## config.mk

```make
export PLATFORM = sky130hd
export DESIGN_NAME = raw_keycode_to_ascii_core
export DESIGN_NICKNAME = d
export VERILOG_FILES = /design/src/rtl/rk2a_pkg.sv /design/src/rtl/raw_keycode_to_ascii_core.sv
export SDC_FILE = /design/constraint.sdc
export NUM_CORES = 1
export LEC_CHECK = 0
export BUFFER_PORTS_ARGS = -buffer_cell sky130_fd_sc_hd__buf_4
export CAP_MARGIN = 40
export CORE_UTILIZATION = 54
export DETAILED_ROUTE_END_ITERATION = 6
export PLACE_DENSITY = 0.77
export SLEW_MARGIN = 40
export SYNTH_ARGS = -nofsm -noshare
export SYNTH_HDL_FRONTEND = slang
export SYNTH_SLANG_ARGS = --single-unit
```

## constraint.sdc

```tcl
create_clock -name clock -period 2.4 [get_ports clock]
set_input_delay 0.24 -clock clock [delete_from_list [all_inputs] [get_ports clock]]
set_output_delay 0.24 -clock clock [all_outputs]
set_load 0.05 [all_outputs]
```

## src/rtl/rk2a_pkg.sv

```systemverilog
// Shared types, key codes and character tables for the raw keycode translator.
// No dependencies; used by raw_keycode_to_ascii_core.
package rk2a_pkg;

   typedef logic [6:0] key_code_type;
   typedef logic [7:0] char_type;

   // Key codes
   localparam key_code_type TABLE_LIMIT  = 7'h4b;  // codes below this come from the tables
   localparam key_code_type CURSOR_FIRST = 7'h4c;
   localparam key_code_type CURSOR_LAST  = 7'h4f;
   localparam key_code_type FKEY_FIRST   = 7'h50;
   localparam key_code_type FKEY_LAST    = 7'h59;
   localparam key_code_type HELP_KEY     = 7'h5f;
   localparam key_code_type MOD_FIRST    = 7'h60;
   localparam key_code_type MOD_LAST     = 7'h67;

   // Characters of a two-word sequence: the second words (help, function key base) and the prefix
   localparam char_type HELP_CHAR      = 8'h01;
   localparam char_type FKEY_CHAR_BASE = 8'h3b;
   localparam char_type PREFIX_CHAR    = 8'h00;

   // Modifier flag positions; the low three bits of a modifier code pick the flag
   localparam int MOD_LSHIFT = 0;
   localparam int MOD_RSHIFT = 1;
   localparam int MOD_CAPS   = 2;
   localparam int MOD_CTRL   = 3;
   localparam int MOD_LALT   = 4;
   localparam int MOD_RALT   = 5;
   localparam int MOD_LCMD   = 6;
   localparam int MOD_RCMD   = 7;
   localparam int MOD_COUNT  = 8;

   localparam int MAP_DEPTH = 80;

   localparam char_type PLAIN_MAP [0:MAP_DEPTH-1] = '{
      8'h60, 8'h31, 8'h32, 8'h33, 8'h34, 8'h35, 8'h36, 8'h37,
      8'h38, 8'h39, 8'h30, 8'h2d, 8'h3d, 8'h5c, 8'h08, 8'h00,
      8'h71, 8'h77, 8'h65, 8'h72, 8'h74, 8'h79, 8'h75, 8'h69,
      8'h6f, 8'h70, 8'h5b, 8'h5d, 8'h0d, 8'h31, 8'h32, 8'h33,
      8'h61, 8'h73, 8'h64, 8'h66, 8'h67, 8'h68, 8'h6a, 8'h6b,
      8'h6c, 8'h3b, 8'h27, 8'h00, 8'h00, 8'h34, 8'h35, 8'h36,
      8'h00, 8'h7a, 8'h78, 8'h63, 8'h76, 8'h62, 8'h6e, 8'h6d,
      8'h2c, 8'h2e, 8'h2f, 8'h00, 8'h2e, 8'h37, 8'h38, 8'h39,
      8'h20, 8'h08, 8'h09, 8'h0d, 8'h0d, 8'h1b, 8'h7f, 8'h00,
      8'h00, 8'h00, 8'h2d, 8'h00, 8'h00, 8'h00, 8'h00, 8'h00
   };

   localparam char_type SHIFT_MAP [0:MAP_DEPTH-1] = '{
      8'h7e, 8'h21, 8'h40, 8'h23, 8'h24, 8'h25, 8'h5e, 8'h26,
      8'h2a, 8'h28, 8'h29, 8'h5f, 8'h2b, 8'h7c, 8'h08, 8'h00,
      8'h51, 8'h57, 8'h45, 8'h52, 8'h54, 8'h59, 8'h55, 8'h49,
      8'h4f, 8'h50, 8'h7b, 8'h7d, 8'h0d, 8'h31, 8'h32, 8'h33,
      8'h41, 8'h53, 8'h44, 8'h46, 8'h47, 8'h48, 8'h4a, 8'h4b,
      8'h4c, 8'h3a, 8'h22, 8'h00, 8'h00, 8'h34, 8'h35, 8'h36,
      8'h00, 8'h5a, 8'h58, 8'h43, 8'h56, 8'h42, 8'h4e, 8'h4d,
      8'h3c, 8'h3e, 8'h3f, 8'h00, 8'h2e, 8'h37, 8'h38, 8'h39,
      8'h20, 8'h08, 8'h09, 8'h0d, 8'h0d, 8'h1b, 8'h7f, 8'h00,
      8'h00, 8'h00, 8'h2d, 8'h00, 8'h00, 8'h00, 8'h00, 8'h00
   };

   // Table lookup; codes past the end of the tables read as zero
   function automatic char_type lookup_char(key_code_type code, logic shifted);
      char_type ch;
      ch = 8'h00;
      if (code < 7'(MAP_DEPTH)) begin
         ch = shifted ? SHIFT_MAP[code] : PLAIN_MAP[code];
      end
      return ch;
   endfunction

   // Cursor keys: down, up, right, left
   function automatic char_type cursor_char(logic [1:0] idx);
      char_type ch;
      case (idx)
         2'd0: ch = 8'h50;
         2'd1: ch = 8'h48;
         2'd2: ch = 8'h4d;
         2'd3: ch = 8'h4b;
         default: ch = 8'h00;
      endcase
      return ch;
   endfunction

endpackage

```

## src/rtl/raw_keycode_to_ascii_core.sv

```systemverilog
// Raw keyboard byte to ASCII translator with modifier tracking.
// Input words pass through the input register, then the result register.
// Throughput: one input word per cycle for single-result keys while rsp_ready is high;
// help (press or release), function/cursor presses: prefix 0, then code; input waits.
// Reset (synchronous, active high) clears all modifier flags and valid/pending bits.
// Depends on rk2a_pkg.
module raw_keycode_to_ascii_core (
   input  logic       clock,
   input  logic       reset,
   // input word
   input  logic       req_valid,
   output logic       req_ready,
   input  logic [7:0] req_raw_code,
   // result word
   output logic       rsp_valid,
   input  logic       rsp_ready,
   output logic       rsp_char_valid,
   output logic [7:0] rsp_char_code,
   output logic       rsp_last,
   output logic       rsp_shift_held,
   output logic       rsp_alt_held,
   output logic       rsp_ctrl_held,
   output logic       rsp_caps_on,
   output logic [1:0] rsp_command_held
);

   // Input register
   logic       in_valid_ff, in_valid_in;
   logic [7:0] in_raw_ff,   in_raw_in;

   // Modifier flags, indexed by the low bits of the modifier key codes
   logic [rk2a_pkg::MOD_COUNT-1:0] mods_ff, mods_in;

   // Second word of a two-word sequence waiting behind the result register
   logic                pend_ff, pend_in;
   rk2a_pkg::char_type  spec_ff, spec_in;

   // Result register
   logic               rsp_valid_ff,  rsp_valid_in;
   logic               char_valid_ff, char_valid_in;
   rk2a_pkg::char_type char_code_ff,  char_code_in;
   logic               last_ff,       last_in;
   logic               shift_ff,      shift_in;
   logic               alt_ff,        alt_in;
   logic               ctrl_ff,       ctrl_in;
   logic               caps_ff,       caps_in;
   logic [1:0]         cmd_ff,        cmd_in;

   // Decode of the word in the input register
   rk2a_pkg::key_code_type         code;
   logic                           press;
   logic                           is_table;
   logic                           is_mod;
   logic                           special;
   rk2a_pkg::char_type             spec_char;
   logic                           shifted;
   logic [rk2a_pkg::MOD_COUNT-1:0] cand_mods;

   // Handshake steering
   logic out_free;
   logic take_first;
   logic take_second;

   always_comb begin
      code    = in_raw_ff[6:0];
      press   = ~in_raw_ff[7];
      shifted = mods_ff[rk2a_pkg::MOD_CAPS] | mods_ff[rk2a_pkg::MOD_LSHIFT]
              | mods_ff[rk2a_pkg::MOD_RSHIFT];

      // Codes 0x70..0x7f and unassigned codes fall through every test below
      // and give a single empty word.
      is_table  = (code < rk2a_pkg::TABLE_LIMIT);
      is_mod    = (code inside {[rk2a_pkg::MOD_FIRST:rk2a_pkg::MOD_LAST]});
      special   = 1'b0;
      spec_char = rk2a_pkg::HELP_CHAR;
      if (code == rk2a_pkg::HELP_KEY) begin
         // help sends its pair on release too
         special   = 1'b1;
         spec_char = rk2a_pkg::HELP_CHAR;
      end else if (press && (code inside {[rk2a_pkg::FKEY_FIRST:rk2a_pkg::FKEY_LAST]})) begin
         special   = 1'b1;
         spec_char = 8'(rk2a_pkg::FKEY_CHAR_BASE + 8'({1'b0, code} - {1'b0, rk2a_pkg::FKEY_FIRST}));
      end else if (press
                   && (code inside {[rk2a_pkg::CURSOR_FIRST:rk2a_pkg::CURSOR_LAST]})) begin
         special   = 1'b1;
         spec_char = rk2a_pkg::cursor_char(code[1:0]);
      end

      // Press sets the modifier flag, release clears it
      cand_mods = mods_ff;
      if (is_mod) begin
         cand_mods[code[2:0]] = press;
      end

      // Send the pending second word first; otherwise move the input word on
      out_free    = ~rsp_valid_ff | rsp_ready;
      take_second = out_free & pend_ff;
      take_first  = out_free & ~pend_ff & in_valid_ff;

      // Input register: refill in the same cycle the held word moves on
      req_ready   = ~in_valid_ff | take_first;
      in_valid_in = in_valid_ff;
      in_raw_in   = in_raw_ff;
      if (req_valid && req_ready) begin
         in_valid_in = 1'b1;
         in_raw_in   = req_raw_code;
      end else if (take_first) begin
         in_valid_in = 1'b0;
      end

      // Result register defaults: hold
      mods_in       = mods_ff;
      pend_in       = pend_ff;
      spec_in       = spec_ff;
      rsp_valid_in  = rsp_valid_ff;
      char_valid_in = char_valid_ff;
      char_code_in  = char_code_ff;
      last_in       = last_ff;
      shift_in      = shift_ff;
      alt_in        = alt_ff;
      ctrl_in       = ctrl_ff;
      caps_in       = caps_ff;
      cmd_in        = cmd_ff;

      if (take_second) begin
         // Special keys leave the flags alone, so the flag fields stay as loaded
         rsp_valid_in  = 1'b1;
         char_valid_in = 1'b1;
         char_code_in  = spec_ff;
         last_in       = 1'b1;
         pend_in       = 1'b0;
      end else if (take_first) begin
         rsp_valid_in  = 1'b1;
         mods_in       = cand_mods;
         pend_in       = special;
         spec_in       = spec_char;
         last_in       = ~special;
         if (is_table) begin
            char_valid_in = press;
            char_code_in  = press ? rk2a_pkg::lookup_char(code, shifted)
                                  : rk2a_pkg::PREFIX_CHAR;
         end else begin
            char_valid_in = special;
            char_code_in  = rk2a_pkg::PREFIX_CHAR;
         end
         shift_in = cand_mods[rk2a_pkg::MOD_LSHIFT] | cand_mods[rk2a_pkg::MOD_RSHIFT];
         alt_in   = cand_mods[rk2a_pkg::MOD_LALT] | cand_mods[rk2a_pkg::MOD_RALT];
         ctrl_in  = cand_mods[rk2a_pkg::MOD_CTRL];
         caps_in  = cand_mods[rk2a_pkg::MOD_CAPS];
         cmd_in   = {cand_mods[rk2a_pkg::MOD_RCMD], cand_mods[rk2a_pkg::MOD_LCMD]};
      end else if (rsp_ready) begin
         // drop the delivered word
         rsp_valid_in = 1'b0;
      end
   end

   always_ff @(posedge clock) begin
      if (reset) begin
         in_valid_ff  <= 1'b0;
         mods_ff      <= '0;
         pend_ff      <= 1'b0;
         rsp_valid_ff <= 1'b0;
      end else begin
         in_valid_ff  <= in_valid_in;
         mods_ff      <= mods_in;
         pend_ff      <= pend_in;
         rsp_valid_ff <= rsp_valid_in;
      end
      in_raw_ff     <= in_raw_in;
      spec_ff       <= spec_in;
      char_valid_ff <= char_valid_in;
      char_code_ff  <= char_code_in;
      last_ff       <= last_in;
      shift_ff      <= shift_in;
      alt_ff        <= alt_in;
      ctrl_ff       <= ctrl_in;
      caps_ff       <= caps_in;
      cmd_ff        <= cmd_in;
   end

   assign rsp_valid        = rsp_valid_ff;
   assign rsp_char_valid   = char_valid_ff;
   assign rsp_char_code    = char_code_ff;
   assign rsp_last         = last_ff;
   assign rsp_shift_held   = shift_ff;
   assign rsp_alt_held     = alt_ff;
   assign rsp_ctrl_held    = ctrl_ff;
   assign rsp_caps_on      = caps_ff;
   assign rsp_command_held = cmd_ff;

endmodule
```

* Word-level counts from Yosys, hierarchy flattened
Memory sizes are Yosys's and may differ from the RTL's.
Index checks and enable logic that the tools add are counted.
** Operators by class
- Add/subtract/negate cells :: 2
- Multipliers :: 0
- Div/mod/pow operators :: 0
- Magnitude comparators :: 11
- Equality and inequality tests :: 4
- Shift-type cells :: 0
- Mux-type cells :: 26
- Bitwise gates (word level) :: 16
- Reductions and logical operators :: 13
** Operators with widths (number)
- $mux 8 :: 13
- $pmux 8 s4 :: 1
- $ge 7x7->1 const B :: 3
- $le 7x7->1 const B :: 3
- $lt 7x7->1 const B :: 2
- $mux 1 :: 10
- $add 6x8->8 const A :: 1
- $bwmux 8 :: 1
- $ge 8x8->1 const B :: 1
- $not 7->8 :: 1
- $sub 7x7->8 const B :: 1
- $eq 7x7->1 const B :: 1
- $logic_and 1x1->1 :: 7
- $not 1->1 :: 6
- $or 1x1->1 :: 6
- $eq 2x2->1 const B :: 2
- $lt 3x4->1 const B :: 1
- $reduce_bool 2->1 :: 2
- $and 1x1->1 :: 3
- $demux 1 s3 :: 1
- $ge 3x1->1 const B :: 1
- $reduce_bool 3->1 :: 1
- $eq 2x1->1 const B :: 1
- $logic_not 2->1 :: 1
- other kinds (2) :: 2
** Storage, ports and cells
- Flip-flop bits (word level) :: 43
- Bits in latches :: 0
- Bits in writable memories :: 0
- Bits in read-only memories :: 2048
- Bits of input ports :: 12
- Word-level logic and storage cells :: 88
- Memories :: 2
** Memory list
- (name not given) :: words 128, width 8, rd ports 1, clocked after Yosys merged registers in 0, write ports 0, line rk2a_pkg.sv:67 : ch = shifted ? SHIFT_MAP[code] : PLAIN_MAP[code];
- (name not given) :: words 128, width 8, rd ports 1, clocked after Yosys merged registers in 0, write ports 0, line rk2a_pkg.sv:67

* Logic depth before layout (Yosys ltp)
- Depth in word-level cells :: 10
- Gate-level depth with buffers :: 8
- Gate-level depth less buffers :: 8

* Least setup slack after synthesis
No wires, ideal clock.
- Path type :: reg2reg
- From :: register in_raw_ff[0]
- To :: register char_code_ff[0], in the netlist rsp_char_code[0], data pin
- Library setup time :: 0.268 ns
- Arrival time :: 2.095 ns
- Slack :: 0.037 ns
- Stages on the path, launching flop included :: 9
- Buffers on the path :: 1
- Period minus slack after synthesis :: 2.363 ns
- Cell sequence :: edfxtp_1 -> inv_1 -> ha_1 -> clkbuf_1 -> nor2b_1 -> a221oi_1 -> o32ai_1 -> a2111oi_0 -> a21oi_1
** Between the ends
- Cells in the longest elaborated chain, start to end :: 10
- Elaborated cells between the ends (all ways) :: 15
- Those cells by class :: 2 x order compare; 10 x mux; 1 x bitwise; 2 x memory
** Ends and longest elaborated chain
- start: declaration :: line raw_keycode_to_ascii_core.sv:29 : logic [7:0] in_raw_ff, in_raw_in;
- start signal: assignment :: line raw_keycode_to_ascii_core.sv:169 : in_raw_ff <= in_raw_in;
- $not 7->8 (implied by the code) :: line rk2a_pkg.sv:67
- $mem_v2 128x8
- $mux 8 (implied by the code) (2 in a row) :: line rk2a_pkg.sv:67
- $mux 8 :: line rk2a_pkg.sv:67
- $mux 8 :: line rk2a_pkg.sv:66 : if (code < 7'(MAP_DEPTH)) begin
- $mux 8 :: line raw_keycode_to_ascii_core.sv:140 : char_code_in = press ? rk2a_pkg::lookup_char(code, shifted)
- $mux 8 * :: line raw_keycode_to_ascii_core.sv:138 : if (is_table) begin
- $mux 8 * :: line raw_keycode_to_ascii_core.sv:132 : end else if (take_first) begin
- $mux 8 * :: line raw_keycode_to_ascii_core.sv:125 : if (take_second) begin
- via char_code_in[0] :: line raw_keycode_to_ascii_core.sv:41 : rk2a_pkg::char_type char_code_ff, char_code_in;
- end signal: assignment :: line raw_keycode_to_ascii_core.sv:172 : char_code_ff <= char_code_in;
- end: declaration :: line raw_keycode_to_ascii_core.sv:41
Mark *: on every way through the listed nets, which the timed path passes. The rest lies on a longest branch. The select of a mux whose other input is x is not followed.
A chain may end at the register's enable or synchronous reset.

* Worst setup path after layout
- From :: register in_raw_ff[1]
- To :: register char_code_ff[2], in the netlist rsp_char_code[2], data pin
The elaborated chain is that of the path after synthesis.

==> results.py <==
metrics = {
    "sta": {
        "clock.fmax_mhz": 428,
        "clock-skew-final_ns": 0.0127,
        "setup_violations": 0,
        "hold_viol_final": 0,
        "timing_worst_slew_pin_value_ns": 0.491,
        "final.hold.worst_slack_ns": 0.116,
        "max_slew_margin_pct": 67.0,
        "time_the_final_worst_path_needs_with_i_o_delays_and_setup_ns": 2.34,
        "setup_ws_ns": 0.0637,
        "timing.final.max_slew_violations": 0,
        "final.setup.tns_ns": 0,
        "grt_setup_unrepaired": "no",
        "period_share_pct": 97.3,
    },
    "setup_path": {
        "critPathLaunchType": "flop",
        "r2r_startpoint": "in_raw_ff[1]",
        "reg2regPathDepth": 7,
        "timing.setup.critical_path_class": "reg2reg",
        "worstPathCellList": "inv_1, buf_4, ha_1, mux2_4, o211a_1, a2111o_1, a22o_1",
        "cp_top_family": "compound AO/OA/AOI/OAI gates",
        "rr_endpoint": "rsp_char_code[2]",
        "cp_slowest_cell": "edfxtp_1",
        "critPathMaxStageDelay_ns": 0.40,
        "r2r_setup_slack_ns": 0.06,
        "critPathArrivalTime_ns": 2.39,
        "timing.critical_path.fanout_max": 6,
        "crit_required_ns": 2.45,
        "worstPathBufferInverterCount": 2,
        "end_kind": "flop",
    },
    "detailed_routing": {
        "drt_pre_antenna_iters": 6,
        "drc_errors": 0,
        "postRouteWirelength_um": 9160,
        "total_number_of_vias": 3040,
        "count_of_routing_violations_after_the_opening_detailed_route_iteration": 418,
        "route.detailed.vias_per_inst": 6.76,
        "mean_routed_wirelength_per_cell_um": 20.4,
        "final_antenna_net_count": 0,
    },
    "hold_path": {
        "min_delay_path_depth": 1,
        "holdCritStartpoint": "req_raw_code[7]",
        "hold_class": "in2reg",
        "hold_path_endpoint": "in_raw_ff[7]",
    },
    "finish": {
        "final_cell_mix": "buf_4 (54), a21oi_1 (34), edfxtp_1 (30)",
        "num_antenna_cells": 0,
        "fillers": 420,
        "drive_gt1_share_pct": 21.6,
        "syn2layout_area_growth_pct": 18.8,
        "finalNonFillerCells": 450,
        "mostFrequentLayoutCell": "buf_4",
        "nNetsFinal": 401,
    },
    "yosys": {
        "synth_area_um2": 3040,
        "prevailing_post_synth_register_cell": "edfxtp_1",
        "number_of_instances_in_the_synthesized_netlist": 342,
        "yosys_warnings": 0,
        "postSynth.asyncResetShare_pct": 0,
        "synth_nets": 364,
        "ys_types": 59,
        "synth-edff-count": 30,
        "postSynthRegisterBits": 43,
        "netlist_top_cells_area": "edfxtp_1 (30%), dfxtp_1 (8.6%), a21oi_1 (5.6%)",
        "syn_avg_cell_area_um2": 8.90,
        "synth-seq-area-share_pct": 38.2,
        "netlist.area_leader.share_pct": 29.6,
        "synth_area_leader_cell": "edfxtp_1",
    },
    "pwr": {
        "seq_power_share_pct": 45.9,
        "power.switching_mw": 0.575,
        "clock_power_share_pct": 28.2,
        "power-per-cell-area_nw_per_um2": 513,
        "total_leakage_power_nw": 1.36,
        "p_sw_share_pct": 31.0,
        "ir_worst_vdd_uv": 610,
        "comb_power_share_pct": 25.9,
        "power_report.internal_total_mw": 1.28,
    },
    "grt": {
        "overall_global_routing_usage_pct": 32.1,
        "global_route.overflow_total": 0,
        "global_route_wire_length_before_repair_um": 14600,
        "grt_max_degree": 52,
        "number_of_global_route_vias_before_repair": 2828,
        "antenna_found_initial": 0,
    },
    "floorplan": {
        "die_footprint_um2": 5940,
        "dieHeight_um": 77.1,
        "design.portCount": 30,
        "fp.dieW_um": 77.1,
        "design.core.area_um2": 5270,
        "initial_utilization_pct": 57.7,
        "rows": 26,
    },
    "run": {
        "max_cap_violations": 0,
    },
    "cts": {
        "num_cts_buffers": 5,
        "post_cts.repair.setup_buffers": 0,
        "cts-root-to-sink-buffers": 2,
        "tritoncts_clock_tree": "built",
        "cts.htree.levels": 2,
        "root_buffer_selected_by_cts": "clkbuf_8",
        "worst_skew_pair.late_latency_ns": 0.29,
        "clock_transition_at_path_regs_ns": 0.09,
        "clock_sinks": 43,
    },
    "placed_design": {
        "io_buffer_count": 29,
        "place_congestion": 0.977,
        "placed_cells_incl_taps": 442,
        "pre_cts_slack_ns": 0.105,
        "place_hpwl_um": 6590,
    },
    "run_status": {
        "outcome": "finished clean",
    },
}
-- stage by stage --
stage	cell area, um2	util [%]	power (mW)
global placement	3500	66.4	1.33
CTS	3610	68.4	1.84
global route	3610	68.6	1.92
finish	3610	68.6	1.85
floorplan	3040	-	1.16
detailed placement	3500	66.4	1.33
-- routing by layer --
layer,GRT usage [%],wire length [um]
met1,40.3,3470
met2,53.1,4310
met3,6.67,977
met4,14.2,408
met5,0,0
-- cell usage after synthesis (2+ instances only) --
| cell | count |
|---|---|
| a2111o_1 | 2 |
| a2111oi_0 | 2 |
| a211o_1 | 4 |
| a211oi_1 | 11 |
| a21o_1 | 4 |
| a21oi_1 | 34 |
| a22o_1 | 3 |
| a311oi_1 | 4 |
| a31oi_1 | 6 |
| a32oi_1 | 2 |
| and3_1 | 5 |
| buf_1 | 2 |
| buf_2 | 9 |
| clkbuf_1 | 17 |
| clkinv_1 | 2 |
| dfxtp_1 | 13 |
| edfxtp_1 | 30 |
| ha_1 | 10 |
| inv_1 | 10 |
| mux2_2 | 2 |
| mux2i_1 | 7 |
| mux4_2 | 3 |
| nand2_1 | 27 |
| nand2b_1 | 12 |
| nand3_1 | 6 |
| nand3b_1 | 2 |
| nor2_1 | 27 |
| nor2b_1 | 6 |
| nor3_1 | 8 |
| nor3b_1 | 2 |
| nor4_1 | 6 |
| o211ai_1 | 6 |
| o21a_1 | 2 |
| o21ai_0 | 17 |
| o21ba_2 | 2 |
| o22ai_1 | 3 |
| o31ai_1 | 6 |
| o32a_1 | 2 |
| or2_2 | 3 |
| xnor2_1 | 4 |
-- sequential cells by signal, summed over array words and instances (netlist names) --
register,cells
in_raw_ff,8
mods_ff,8
rsp_char_code,8
spec_ff,8
rsp_command_held,2
in_valid_ff,1
pend_ff,1
rsp_alt_held,1
rsp_caps_on,1
rsp_char_valid,1
rsp_ctrl_held,1
rsp_last,1
rsp_shift_held,1
rsp_valid,1
-- final cells by class --
type                            instances  area, um2  area share (%)
Clock inverter                          2       13.8           0.381
Tap cell                               70       87.6            2.42
Inverter                               12       45.0            1.25
Clock buffer                            6       93.8            2.60
Multi-Input combinational cell        259       1730            47.8
Timing Repair Buffer                   58        485            13.4
Sequential cell                        43       1160            32.1
-- power by group through the flow --
stage | Clock, mW | Sequential, mW | Combinational [mW]
finish | 0.522 | 0.850 | 0.480
global route | 0.560 | 0.853 | 0.508
CTS | 0.529 | 0.850 | 0.466
detailed placement | 0 | 0.867 | 0.464
global placement | 0 | 0.866 | 0.466
floorplan | 0 | 0.925 | 0.239
-- repair_timing --
item,in CTS,in global routing
endpoints found under the setup margin,0,3
resized for setup,0,4
hold buffers,0,0
-- worst max path at each step --
stage            startpoint                to  cells past startpoint
2_1_floorplan  in_raw_ff[0]  rsp_char_code[0]                      8
3_3_place_gp   in_raw_ff[1]  rsp_char_code[2]                      7
3_5_place_dp   in_raw_ff[1]  rsp_char_code[2]                      7
4_1_cts        in_raw_ff[1]  rsp_char_code[2]                      7
5_1_grt        in_raw_ff[1]  rsp_char_code[2]                      7
6_report       in_raw_ff[1]  rsp_char_code[2]                      7
-- logic make-up (layout without fill, tap and decap cells) --
kind of cell | after synthesis | after routing | synth area share, %
other cells | 1 | 1 | 0.123
fa+ha+maj | 10 | 10 | 4.11
xor+xnor | 5 | 5 | 1.44
mux | 13 | 13 | 5.76
compound gates | 119 | 119 | 26.5
buf+inv | 40 | 78 | 5.30
flops | 43 | 43 | 38.2
simple gates | 111 | 111 | 18.6
Power figures use the tool's default switching activity.
